--- config.mk ---
export PLATFORM = sky130hd
export DESIGN_NAME = skyline_block_allocator
export DESIGN_NICKNAME = d
export VERILOG_FILES = /design/src/hdl/sba_pkg.sv /design/src/hdl/sba_ram.sv /design/src/hdl/skyline_block_allocator.sv
export VERILOG_INCLUDE_DIRS = /design/src /design/src/hdl
export SDC_FILE = /design/constraint.sdc
export NUM_CORES = 1
export LEC_CHECK = 0
export BUFFER_PORTS_ARGS = -buffer_cell sky130_fd_sc_hd__buf_2
export CAP_MARGIN = 40
export CELL_PAD_IN_SITES_DETAIL_PLACEMENT = 0
export CELL_PAD_IN_SITES_GLOBAL_PLACEMENT = 1
export CORE_AREA = 2 2 308 310
export CTS_BUF_LIST = sky130_fd_sc_hd__clkbuf_4 sky130_fd_sc_hd__clkbuf_8 sky130_fd_sc_hd__clkbuf_16
export CTS_CLUSTER_DIAMETER = 100
export DETAILED_ROUTE_END_ITERATION = 8
export DIE_AREA = 0 0 310 312
export GPL_ROUTABILITY_DRIVEN = 0
export GPL_TIMING_DRIVEN = 0
export PLACE_DENSITY_LB_ADDON = 0.1
export SYNTH_ARGS = -nofsm -noshare
export SYNTH_HDL_FRONTEND = slang
export SYNTH_HIERARCHICAL = 1
export SYNTH_SLANG_ARGS = --single-unit
--- constraint.sdc ---
create_clock -name aclk -period 6.8 [get_ports aclk]
set_input_delay 0.34 -clock aclk [delete_from_list [all_inputs] [get_ports aclk]]
set_output_delay 0.34 -clock aclk [all_outputs]
set_load 0.01 [all_outputs]
--- src/hdl/skyline_block_allocator_assert.svh ---
// Assertion macros for the skyline block allocator.
`ifndef SKYLINE_BLOCK_ALLOCATOR_ASSERT_SVH
`define SKYLINE_BLOCK_ALLOCATOR_ASSERT_SVH

// Same-cycle implication, sampled on aclk, off while in reset.
`define SBA_ASSERT_NOW(label, ante, cons) \
    label: assert property (@(posedge aclk) disable iff (!aresetn) (ante) |-> (cons)) \
        else $error("skyline allocator check failed");

// Next-cycle implication, sampled on aclk, off while in reset.
`define SBA_ASSERT_NEXT(label, ante, cons) \
    label: assert property (@(posedge aclk) disable iff (!aresetn) (ante) |=> (cons)) \
        else $error("skyline allocator check failed");

`endif

--- src/hdl/sba_pkg.sv ---
`timescale 1ns / 1ps

package sba_pkg;

    localparam int ATLAS_WIDTH  = 128;
    localparam int ATLAS_HEIGHT = 128;

    localparam int COL_W = $clog2(ATLAS_WIDTH);       // column index
    localparam int HGT_W = $clog2(ATLAS_HEIGHT + 1);  // fill height 0..ATLAS_HEIGHT
    localparam int SIZE_W = 8;                        // block width/height fields
    localparam int POS_W  = 7;                        // result position fields
    localparam int OFF_W  = 14;                       // texel offset field

    typedef enum logic [4:0] {
        ST_IDLE   = 5'b00001,
        ST_SCAN   = 5'b00010,
        ST_DECIDE = 5'b00100,
        ST_WRITE  = 5'b01000,
        ST_FINISH = 5'b10000
    } sba_state_t;

    localparam logic KIND_ALLOC = 1'b0;
    localparam logic KIND_CLEAR = 1'b1;

endpackage

--- src/hdl/sba_ram.sv ---
`timescale 1ns / 1ps

module sba_ram #(
    parameter int DATA_W = 8,
    parameter int DEPTH  = 128,
    localparam int ADDR_W = $clog2(DEPTH)
) (
    input  logic              clk,
    input  logic              we,
    input  logic [ADDR_W-1:0] waddr,
    input  logic [DATA_W-1:0] wdata,
    input  logic [ADDR_W-1:0] raddr,
    output logic [DATA_W-1:0] rdata
);

    logic [DATA_W-1:0] mem [DEPTH];

    always_ff @(posedge clk) begin
        if (we) begin
            mem[waddr] <= wdata;
        end
        rdata <= mem[raddr];
    end

endmodule

--- src/hdl/skyline_block_allocator.sv ---
`timescale 1ns / 1ps
`include "skyline_block_allocator_assert.svh"

// Skyline block allocator: keeps one fill height per atlas column in a
// 128-entry RAM and places each requested block at the first start column
// whose tallest covered column is lowest. A clear request goes straight to
// the finish state; an allocate request scans the skyline, decides, and,
// when the block is placed, writes the new height into each covered column.
// The scan reads one column per cycle through the single read port of the
// height RAM, and on meeting a column that is already as high as the best
// height so far it jumps to the next column. For a block of width W the
// scan makes 127 reads on a flat skyline below the top, 128 - W on a full
// one, and at most (128 - W) * W. Widths of 0 or of 128 and more skip the
// scan. The block takes no new request while one is at work; a finished
// result waits in the output register and does not hold off the next request.
module skyline_block_allocator (
    input  logic                      aclk,
    input  logic                      aresetn,
    input  logic                      s_valid,
    output logic                      s_ready,
    input  logic                      s_kind,
    input  logic [sba_pkg::SIZE_W-1:0] s_block_width,
    input  logic [sba_pkg::SIZE_W-1:0] s_block_height,
    output logic                      m_valid,
    input  logic                      m_ready,
    output logic                      m_fits,
    output logic [sba_pkg::POS_W-1:0]  m_pos_s,
    output logic [sba_pkg::POS_W-1:0]  m_pos_t,
    output logic [sba_pkg::OFF_W-1:0]  m_texel_offset
);

    import sba_pkg::*;

    sba_state_t state_reg, state_next;

    logic [SIZE_W-1:0]      w_reg, w_next;
    logic [SIZE_W-1:0]      h_reg, h_next;
    logic [HGT_W-1:0]       best_reg, best_next;
    logic [COL_W-1:0]       best_s_reg, best_s_next;
    logic                   found_reg, found_next;
    logic [COL_W-1:0]       start_reg, start_next;
    logic [COL_W-1:0]       col_reg, col_next;
    logic [HGT_W-1:0]       span_reg, span_next;
    logic [SIZE_W-1:0]      cnt_reg, cnt_next;
    logic [HGT_W-1:0]       fill_reg, fill_next;
    logic                   res_fits_reg, res_fits_next;
    logic [POS_W-1:0]       res_s_reg, res_s_next;
    logic [POS_W-1:0]       res_t_reg, res_t_next;
    logic [ATLAS_WIDTH-1:0] valid_reg, valid_next;
    logic                   rd_vld_reg;

    logic                   m_valid_reg, m_valid_next;
    logic                   m_fits_reg;
    logic [POS_W-1:0]       m_pos_s_reg;
    logic [POS_W-1:0]       m_pos_t_reg;
    logic [OFF_W-1:0]       m_off_reg;
    logic                   out_load;

    logic [COL_W-1:0]       raddr;
    logic [HGT_W-1:0]       rdata;
    logic                   ram_we;

    logic [HGT_W-1:0]       col_h;
    logic                   hit;
    logic                   win_last;
    logic [HGT_W-1:0]       span_max;
    logic [COL_W+1:0]       q_inc;
    logic [COL_W+1:0]       i_inc;
    logic [COL_W+1:0]       new_start;
    logic                   scan_end;
    logic [COL_W+1:0]       top_sum;
    logic                   place_ok;
    logic                   in_xfer;

    assign s_ready = state_reg[0];
    assign in_xfer = s_valid && s_ready;
    assign out_load = state_reg == ST_FINISH && (!m_valid_reg || m_ready);

    sba_ram #(
        .DATA_W(HGT_W),
        .DEPTH (ATLAS_WIDTH)
    ) u_heights (
        .clk  (aclk),
        .we   (ram_we),
        .waddr(col_reg),
        .wdata(fill_reg),
        .raddr(raddr),
        .rdata(rdata)
    );

    // Scan datapath: compare the column read last cycle against the best so far.
    always_comb begin
        col_h     = rd_vld_reg ? rdata : '0;
        hit       = col_h >= best_reg;
        span_max  = (col_h > span_reg) ? col_h : span_reg;
        q_inc     = {2'b00, col_reg} + (COL_W+2)'(1);
        i_inc     = {2'b00, start_reg} + (COL_W+2)'(1);
        win_last  = ({2'b00, start_reg} + (COL_W+2)'(w_reg)) == q_inc;
        new_start = hit ? q_inc : i_inc;
        scan_end  = (hit || win_last) &&
                    (new_start + (COL_W+2)'(w_reg) > (COL_W+2)'(ATLAS_WIDTH - 1));
        top_sum   = (COL_W+2)'(best_reg) + (COL_W+2)'(h_reg);
        place_ok  = found_reg && top_sum <= (COL_W+2)'(ATLAS_HEIGHT);
    end

    always_comb begin
        state_next    = state_reg;
        w_next        = w_reg;
        h_next        = h_reg;
        best_next     = best_reg;
        best_s_next   = best_s_reg;
        found_next    = found_reg;
        start_next    = start_reg;
        col_next      = col_reg;
        span_next     = span_reg;
        cnt_next      = cnt_reg;
        fill_next     = fill_reg;
        res_fits_next = res_fits_reg;
        res_s_next    = res_s_reg;
        res_t_next    = res_t_reg;
        valid_next    = valid_reg;
        m_valid_next  = m_valid_reg;
        raddr         = '0;
        ram_we        = 1'b0;

        if (m_valid_reg && m_ready) begin
            m_valid_next = 1'b0;
        end

        case (state_reg)
            ST_IDLE: begin
                if (in_xfer) begin
                    w_next     = s_block_width;
                    h_next     = s_block_height;
                    best_next  = HGT_W'(ATLAS_HEIGHT);
                    best_s_next = '0;
                    found_next = 1'b0;
                    start_next = '0;
                    col_next   = '0;
                    span_next  = '0;
                    if (s_kind == KIND_CLEAR) begin
                        valid_next    = '0;
                        res_fits_next = 1'b1;
                        res_s_next    = '0;
                        res_t_next    = '0;
                        state_next    = ST_FINISH;
                    end else if (s_block_width == '0) begin
                        // empty span sits at row 0 of column 0
                        best_next  = '0;
                        found_next = 1'b1;
                        state_next = ST_DECIDE;
                    end else if ((COL_W+2)'(s_block_width) >= (COL_W+2)'(ATLAS_WIDTH)) begin
                        state_next = ST_DECIDE;
                    end else begin
                        state_next = ST_SCAN;
                    end
                end
            end
            ST_SCAN: begin
                if (hit) begin
                    // every window that covers this column is no better: skip past it
                    start_next = new_start[COL_W-1:0];
                    span_next  = '0;
                    raddr      = new_start[COL_W-1:0];
                end else if (win_last) begin
                    best_next   = span_max;
                    best_s_next = start_reg;
                    found_next  = 1'b1;
                    start_next  = new_start[COL_W-1:0];
                    span_next   = '0;
                    raddr       = new_start[COL_W-1:0];
                end else begin
                    span_next = span_max;
                    raddr     = q_inc[COL_W-1:0];
                end
                col_next = raddr;
                if (scan_end) begin
                    state_next = ST_DECIDE;
                end
            end
            ST_DECIDE: begin
                fill_next     = top_sum[HGT_W-1:0];
                res_fits_next = place_ok;
                res_s_next    = place_ok ? POS_W'(best_s_reg) : '0;
                res_t_next    = place_ok ? best_reg[POS_W-1:0] : '0;
                col_next      = best_s_reg;
                cnt_next      = w_reg;
                state_next    = (place_ok && w_reg != '0) ? ST_WRITE : ST_FINISH;
            end
            ST_WRITE: begin
                ram_we              = 1'b1;
                valid_next[col_reg] = 1'b1;
                col_next            = col_reg + COL_W'(1);
                cnt_next            = cnt_reg - SIZE_W'(1);
                if (cnt_reg == SIZE_W'(1)) begin
                    state_next = ST_FINISH;
                end
            end
            ST_FINISH: begin
                if (out_load) begin
                    m_valid_next = 1'b1;
                    state_next   = ST_IDLE;
                end
            end
            default: begin
                state_next = ST_IDLE;
            end
        endcase
    end

    always_ff @(posedge aclk) begin
        if (!aresetn) begin
            state_reg   <= ST_IDLE;
            valid_reg   <= '0;
            m_valid_reg <= 1'b0;
            rd_vld_reg  <= 1'b0;
        end else begin
            state_reg   <= state_next;
            valid_reg   <= valid_next;
            m_valid_reg <= m_valid_next;
            rd_vld_reg  <= valid_reg[raddr];
        end
    end

    always_ff @(posedge aclk) begin
        w_reg        <= w_next;
        h_reg        <= h_next;
        best_reg     <= best_next;
        best_s_reg   <= best_s_next;
        found_reg    <= found_next;
        start_reg    <= start_next;
        col_reg      <= col_next;
        span_reg     <= span_next;
        cnt_reg      <= cnt_next;
        fill_reg     <= fill_next;
        res_fits_reg <= res_fits_next;
        res_s_reg    <= res_s_next;
        res_t_reg    <= res_t_next;
        if (out_load) begin
            m_fits_reg  <= res_fits_reg;
            m_pos_s_reg <= res_s_reg;
            m_pos_t_reg <= res_t_reg;
            m_off_reg   <= OFF_W'(int'(res_t_reg) * ATLAS_WIDTH + int'(res_s_reg));
        end
    end

    assign m_valid        = m_valid_reg;
    assign m_fits         = m_fits_reg;
    assign m_pos_s        = m_pos_s_reg;
    assign m_pos_t        = m_pos_t_reg;
    assign m_texel_offset = m_off_reg;

    `SBA_ASSERT_NOW(a_full_is_zero, m_valid && !m_fits,
        m_pos_s == '0 && m_pos_t == '0 && m_texel_offset == '0)
    `SBA_ASSERT_NOW(a_scan_in_range, state_reg == ST_SCAN,
        ({2'b00, start_reg} + (COL_W+2)'(w_reg)) <= (COL_W+2)'(ATLAS_WIDTH - 1))
    `SBA_ASSERT_NOW(a_best_below_top, found_reg && state_reg == ST_DECIDE,
        best_reg < HGT_W'(ATLAS_HEIGHT))
    `SBA_ASSERT_NEXT(a_clear_empties, in_xfer && s_kind == KIND_CLEAR,
        valid_reg == '0 && state_reg == ST_FINISH)

endmodule

## Word-level counts from Yosys, hierarchy flattened

Memory sizes are Yosys's and may differ from the RTL's. A register that Yosys moved wholly into a read port is not among the register bits.
Index checks and enable logic that the tools add are counted.

- Add/sub/neg operators: 8
- $mul: 0
- Div/mod/pow operators: 0
- Order comparisons: 8
- Equal/unequal tests: 15
- Shift operators: 0
- Muxes and demuxes: 62
- Bitwise logic cells: 1
- Reductions and logical operators: 25

Operator list:

| cell | count |
|---|---|
| two-way mux 128 bit | 2 |
| one-hot mux 128 bit (2 select lines) | 1 |
| bitwise OR 128 bit | 1 |
| two-way mux 8 bit | 11 |
| two-way mux 7 bit | 12 |
| one-hot mux 7 bit (2 select lines) | 4 |
| one-hot mux 8 bit (2 select lines) | 3 |
| two-way mux 5 bit | 6 |
| one-hot mux 7 bit (4 select lines) | 1 |
| one-hot mux 5 bit (5 select lines) | 1 |
| adder 8 x 8 -> 9 bit | 2 |
| adder 7 x 1 -> 8 bit (second input constant) | 2 |
| less-than comparator 7 x 8 -> 1 bit (second input constant) | 2 |
| two-way mux 1 bit | 15 |
| adder 14 x 7 -> 14 bit | 1 |
| inequality test 2 bit (second input constant) | 7 |
| adder 7 x 8 -> 9 bit | 1 |
| equality test 9 x 8 -> 1 bit | 1 |
| greater-than comparator 9 x 7 -> 1 bit (second input constant) | 1 |
| less-or-equal comparator 9 x 8 -> 1 bit (second input constant) | 1 |
| AND reduction 3 bit | 3 |
| equality test 8 x 1 -> 1 bit (second input constant) | 1 |
| >= comparator 8 bit | 1 |
| >= comparator 8 bit (second input constant) | 1 |
| other kinds (23) | 38 |

- Register bits after elaboration: 249
- Bits in latches: 0
- RAM bits: 1024
- Memory bits (read-only): 0
- Input bits: 21
- Output and inout port bits: 31
- Memories kept: 1

Memory list:

| memory | words | width | read ports | clocked after memory_dff | write ports | line | text |
|---|---|---|---|---|---|---|---|
| u_heights.mem | 128 | 8 | 1 | 1 | 1 | sba_ram.sv:16 | `logic [DATA_W-1:0] mem [DEPTH];` |

## Longest topological paths before layout

- Depth after elaboration: 8
- Gate-level depth with buffers: 23
- Depth with buffers taken out: 22

## Cells and area by module

The synthesis kept the hierarchy.

Modules (own cells, without submodules):

| module | times used | cells each | area each (um^2) | sequential area each (um^2) |
|---|---|---|---|---|
| sba_ram | 1 | 1635 | 39665.5 | 30909.6 |
| skyline_block_allocator | 1 | 1232 | 11483.5 | 5705.5 |

## Worst setup path before layout

Ideal clock, no wire load.

- Kind: register -> register
- Start: reg start_reg[0]
- End: reg u_heights.rdata[0] (read register of u_heights.mem)
- Arrival: 5.465 ns
- Required time: 6.679 ns
- Path slack: 1.214 ns
- Stages on the path, launching flop included: 19
- Buffers on the path: 4
- Cells stage by stage: edfxtp_1 > ha_1 > fa_1 > a21o_1 > a21oi_1 > xor2_1 > or4_4 > a221oi_4 > and3_2 > nor2_4 > inv_4 > buf_4 > buf_2 > clkbuf_1 > buf_1 > mux4_2 > mux4_2 > mux4_2 > mux2_2

- Word-level cells in the longest chain between the ends: 5

RTL lines:

| what | line | text |
|---|---|---|
| start, declared | skyline_block_allocator.sv:41 | `logic [COL_W-1:0] start_reg, start_next;` |
| start signal, assigned | skyline_block_allocator.sv:231 | `start_reg <= start_next;` |
| adder 7 x 8 -> 9 bit / adder 7 x 1 -> 8 bit (equally long branches) | skyline_block_allocator.sv:98, skyline_block_allocator.sv:97 |  |
| equality test 9 x 8 -> 1 bit / two-way mux 8 bit (equally long branches) | skyline_block_allocator.sv:98, skyline_block_allocator.sv:99 |  |
| two-way mux 7 bit | skyline_block_allocator.sv:165 | `end else if (win_last) begin` |
| two-way mux 7 bit (*) | skyline_block_allocator.sv:160 | `if (hit) begin` |
| two-way mux 7 bit (*) | skyline_block_allocator.sv:130 | `case (state_reg)` |
| via raddr[0] | skyline_block_allocator.sv:59 | `logic [COL_W-1:0] raddr;` |
| end, declared | sba_ram.sv:13 | `output logic [DATA_W-1:0] rdata` |

Mark *: on every way through the listed nets, which the timed path passes. The rest lies on a longest branch.
A chain may end at the register's enable or synchronous reset.

## Worst setup path in the final report

- Start: reg col_reg[4]
- End: reg u_heights.rdata[4] (read register of u_heights.mem)

- Word-level cells in the longest chain between the ends: 5

RTL lines:

| what | line | text |
|---|---|---|
| start, declared | skyline_block_allocator.sv:42 | `logic [COL_W-1:0] col_reg, col_next;` |
| start signal, assigned | skyline_block_allocator.sv:232 | `col_reg <= col_next;` |
| adder 7 x 1 -> 8 bit | skyline_block_allocator.sv:96 | `q_inc = {2'b00, col_reg} + (COL_W+2)'(1);` |
| equality test 9 x 8 -> 1 bit | skyline_block_allocator.sv:98 | `win_last = ({2'b00, start_reg} + (COL_W+2)'(w_reg)) == q_inc;` |
| two-way mux 7 bit | skyline_block_allocator.sv:165 |  |
| two-way mux 7 bit | skyline_block_allocator.sv:160 |  |
| two-way mux 7 bit | skyline_block_allocator.sv:130 |  |
| via raddr[0] | skyline_block_allocator.sv:59 |  |

The timed path passes the listed nets, and every way through them passes these cells.

==> results.md <==
* Worst slew margin at 0.3220
* CTS buffer count at 131
* Area Overhead vs Synth at 15.69%
* Slew at the pin closest to its max-slew limit at 1.009 ns
* Met2 Use GR at 0.4568
* Max-Cap Viols at 0
* Crit-path slowest cell: edfxtp_1
* Placement Setup Slack at -0.4917 ns
* Utilization after layout at 0.6359
* Critical-path cell list: buf_2 -> xor3_1 -> xor2_1 -> or4_4 -> a221oi_4 -> and3_2 -> nor2_4 -> inv_4 -> buf_4 -> buf_2 -> buf_4 -> buf_4 -> mux4_2 -> mux4_2 -> mux4_2 -> mux2_2
* Synth async-reset ratio at 0
* Sequential Area at 0.03662 mm2
* Crit path max-delay family: multiplexers
* Synthesis Warnings at 6
* Clk_lat worst skew at 0.75 ns
* PwrDens at 316.8 mW/mm2
* CP Capture Type: register
* CP Class: register to register
* Depth of the CTS H-tree at 4
* Post-Synthesis Cell Area at 0.05115 mm2
* Class of the most critical hold timing path: primary input to register
* Final Cycle Share at 0.9779
* Compound-Gate Fraction of Synth Area at 0.03136
* Drt total wl at 131.5 mm
* Post-synth EDFFs at 1124
* GR Util All Layers at 0.2770
* Via density at 6.219
* Most frequent cells in the layout: 1124 x edfxtp_1, 336 x mux4_2, 298 x nor2_1
* First-pass GRT wire length at 191.2 mm
* DR WL/cell at 29.08 um
* Residual DRC count at 0
* Initial drt markers at 3033
* Worst IR Drop VDD at 0.0002465 V
* Reg2Reg Setup Slack at 0.15 ns
* Cell Rows at 112
* CP max FO at 13
* Reg2reg path depth at 16
* Max-slew violations at 0
* CTS Buffer Depth at 3
* Crit path largest cell delay at 0.68 ns
* Synthesized flop and latch total at 1267
* Post-Synth Simple-Gate Area at 0.05927
* Post-DRT Antenna Nets at 0
* Syn Nets at 2934
* Main combinational cell family by area after synthesis: multiplexers
* Final setup fails at 0
* Multiplexer share of the synthesized area at 0.1562
* Ys flop type: edfxtp_1
* CP Capture Point: u_heights/rdata[4]
* GR Layer Usage met1 at 0.3672
* RR Startpoint: col_reg[4]
* Post-layout net count at 3230
* Arr. time, crit path at 7.26 ns
* Initial antenna violation count at 5
* Sequential cell area fraction in the yosys report at 0.7159
* Met3 Usage GRT at 0.05086
* Layer with the highest usage: met2
* Post-Synth Adder-Cell Area at 0.01189
* Die Area at 0.09672 mm2
* Core ar. at 0.09305 mm2
* Clk slew on worst S/H paths at 0.06 ns
* CTS tree: built
* HPWL Detailed at 94.17 mm
* Crit path time final at 6.650 ns
* Max reg flops at 1024
* Cell count after placement at 4262
* Initial Utilization at 0.5497
* Worst endpoint required time at 7.41 ns
* Placement Cell Area at 0.05442 mm2
* First-pass iteration count of the detailed router at 5
* Unrepaired setup endpoints after global routing: no
* Num Clock Sinks at 1267
* Number of fill cells in the layout at 6479
* Largest net degree at the start of global routing at 33
* Post-synthesis xor/xnor area fraction at 0.007045
* CP startpoint kind: register
* Root buffer cell: clkbuf_16
* Vias in the first global route at 28620
* Yosys cell types at 76
* Buffers on Ports at 51
* Syn avg cell area at 17.84 um2
* Worst Setup SP: col_reg[4]
* Vias at 28140
* Multi-input gate area at 0.01362 mm2
* Final worst slack at 0.1502 ns
* Syn Inst Count at 2867
* Die height at 312 um
* Crit path buffers/inverters at 6
* Fmax at 0.1504 GHz
* Worst r2r dst: u_heights/rdata[4]
* Static leakage at 18.95 nW
* Leading cell type in the layout, fill and taps excluded: edfxtp_1
* I/O pin cnt at 52
* Post-route cell area at 0.05917 mm2
* Fin cells at 4524
* Total power at 18.75 mW
* Grt total ovfl at 0
* Die X at 310 um
* Final Hold Viols at 0
* Share of layout cells above drive strength 1 at 0.2537
* Hold_ws at 0.04674 ns
* Setup TNS at 0 ns
* Status: complete, no violations
* Layout Skew at 0.03787 ns
* Stages on worst setup path at 16
==> how the worst min path moves through the flow <==
stage / start / end / slack, ns / cells after the start
after floorplan: res_fits_reg / m_fits / 0.40 / 0
after global placement: res_s_reg[5] / m_pos_s[5] / 0.41 / 0
after detailed placement: res_s_reg[5] / m_pos_s[5] / 0.41 / 0
after CTS: s_valid / state_reg[0] / 0.005 / 3
after global routing: s_valid / state_reg[0] / 0.08 / 3
final: s_valid / state_reg[0] / 0.05 / 3
==> area by class of cell <==
class,count,share of cell area
Sequential cell,1267,0.6188
Multi-Input combinational cell,1403,0.2302
Clock buffer,175,0.06259
Timing Repair Buffer,164,0.03216
Tap cell,1254,0.02652
Buffer,162,0.01510
Clock inverter,63,0.01239
Inverter,34,0.002199
Antenna cell,2,0.00008458
==> cells by family (layout without fill, tap and decap cells) <==
family | Yosys count | in the layout
other cells | 0 | 2
flops | 1267 | 1267
xor+xnor | 33 | 33
fa+ha+maj | 47 | 47
compound gates | 271 | 271
mux | 376 | 376
simple gates | 676 | 676
buf+inv | 197 | 598
==> routing by layer <==
| layer | share of wire | up-vias |
|---|---|---|
| li1 | - | 11980 |
| met1 | 0.39 | 14810 |
| met2 | 0.50 | 1094 |
| met3 | 0.067 | 258 |
| met4 | 0.041 | 4 |
| met5 | 0.00017 | - |
==> cells in the mapped netlist (all sizes together), types with 4 or more instances <==
cell type  number  area [um2]
edfxtp       1124       33750
mux4          336        7567
nor2          302        1154
a21oi         171       863.3
nand2         159       599.3
dfxtp         143        2863
buf            85       515.5
clkbuf         78       292.8
nand3          63       325.3
ha             43       538.0
nor3           40       216.5
inv            34       130.1
mux2i          27       270.3
o21ai          27       135.1
nor2b          22       137.6
and2           21       131.4
and3           16       102.6
xnor2          16       140.1
mux2           13       153.9
nand4          13       81.33
xor2           12       105.1
nand2b         10       62.56
o211ai          8       60.06
a31oi           7       43.79
nor4            7       43.79
or3             7       48.80
a211oi          6       50.05
nand3b          5       37.54
o2111ai         5       43.79
o21a            5       37.54
o31ai           5       37.54
a21o            4       30.03
a311oi          4       35.03
a32oi           4       35.03
nor3b           4       30.03
==> what timing repair did <==
item	4_1_cts	5_1_grt
hold endpoints to repair	20	0
resized for setup	32	16
endpoints found under the setup margin	8	8
hold buffers	19	0
buffers inserted	2	0
cloned	0	0
==> worst reg2reg max path: stages, from the launching register on <==
cell and delay [ns]:
edfxtp_1 0.68, buf_2 0.40, xor3_1 0.49, xor2_1 0.15, or4_4 0.55, a221oi_4 0.39, and3_2 0.37, nor2_4 0.09
inv_4 0.14, buf_4 0.25, buf_2 0.39, buf_4 0.33, buf_4 0.32, mux4_2 0.59, mux4_2 0.59, mux4_2 0.50
mux2_2 0.32
==> where the power goes <==
| part | switching (mW) | internal, mW |
|---|---|---|
| clock | 2.97 | 4.26 |
| combinational | 1.67 | 1.02 |
| sequential | 0.182 | 8.65 |
Note: power is estimated with default switching activity, not from simulation.
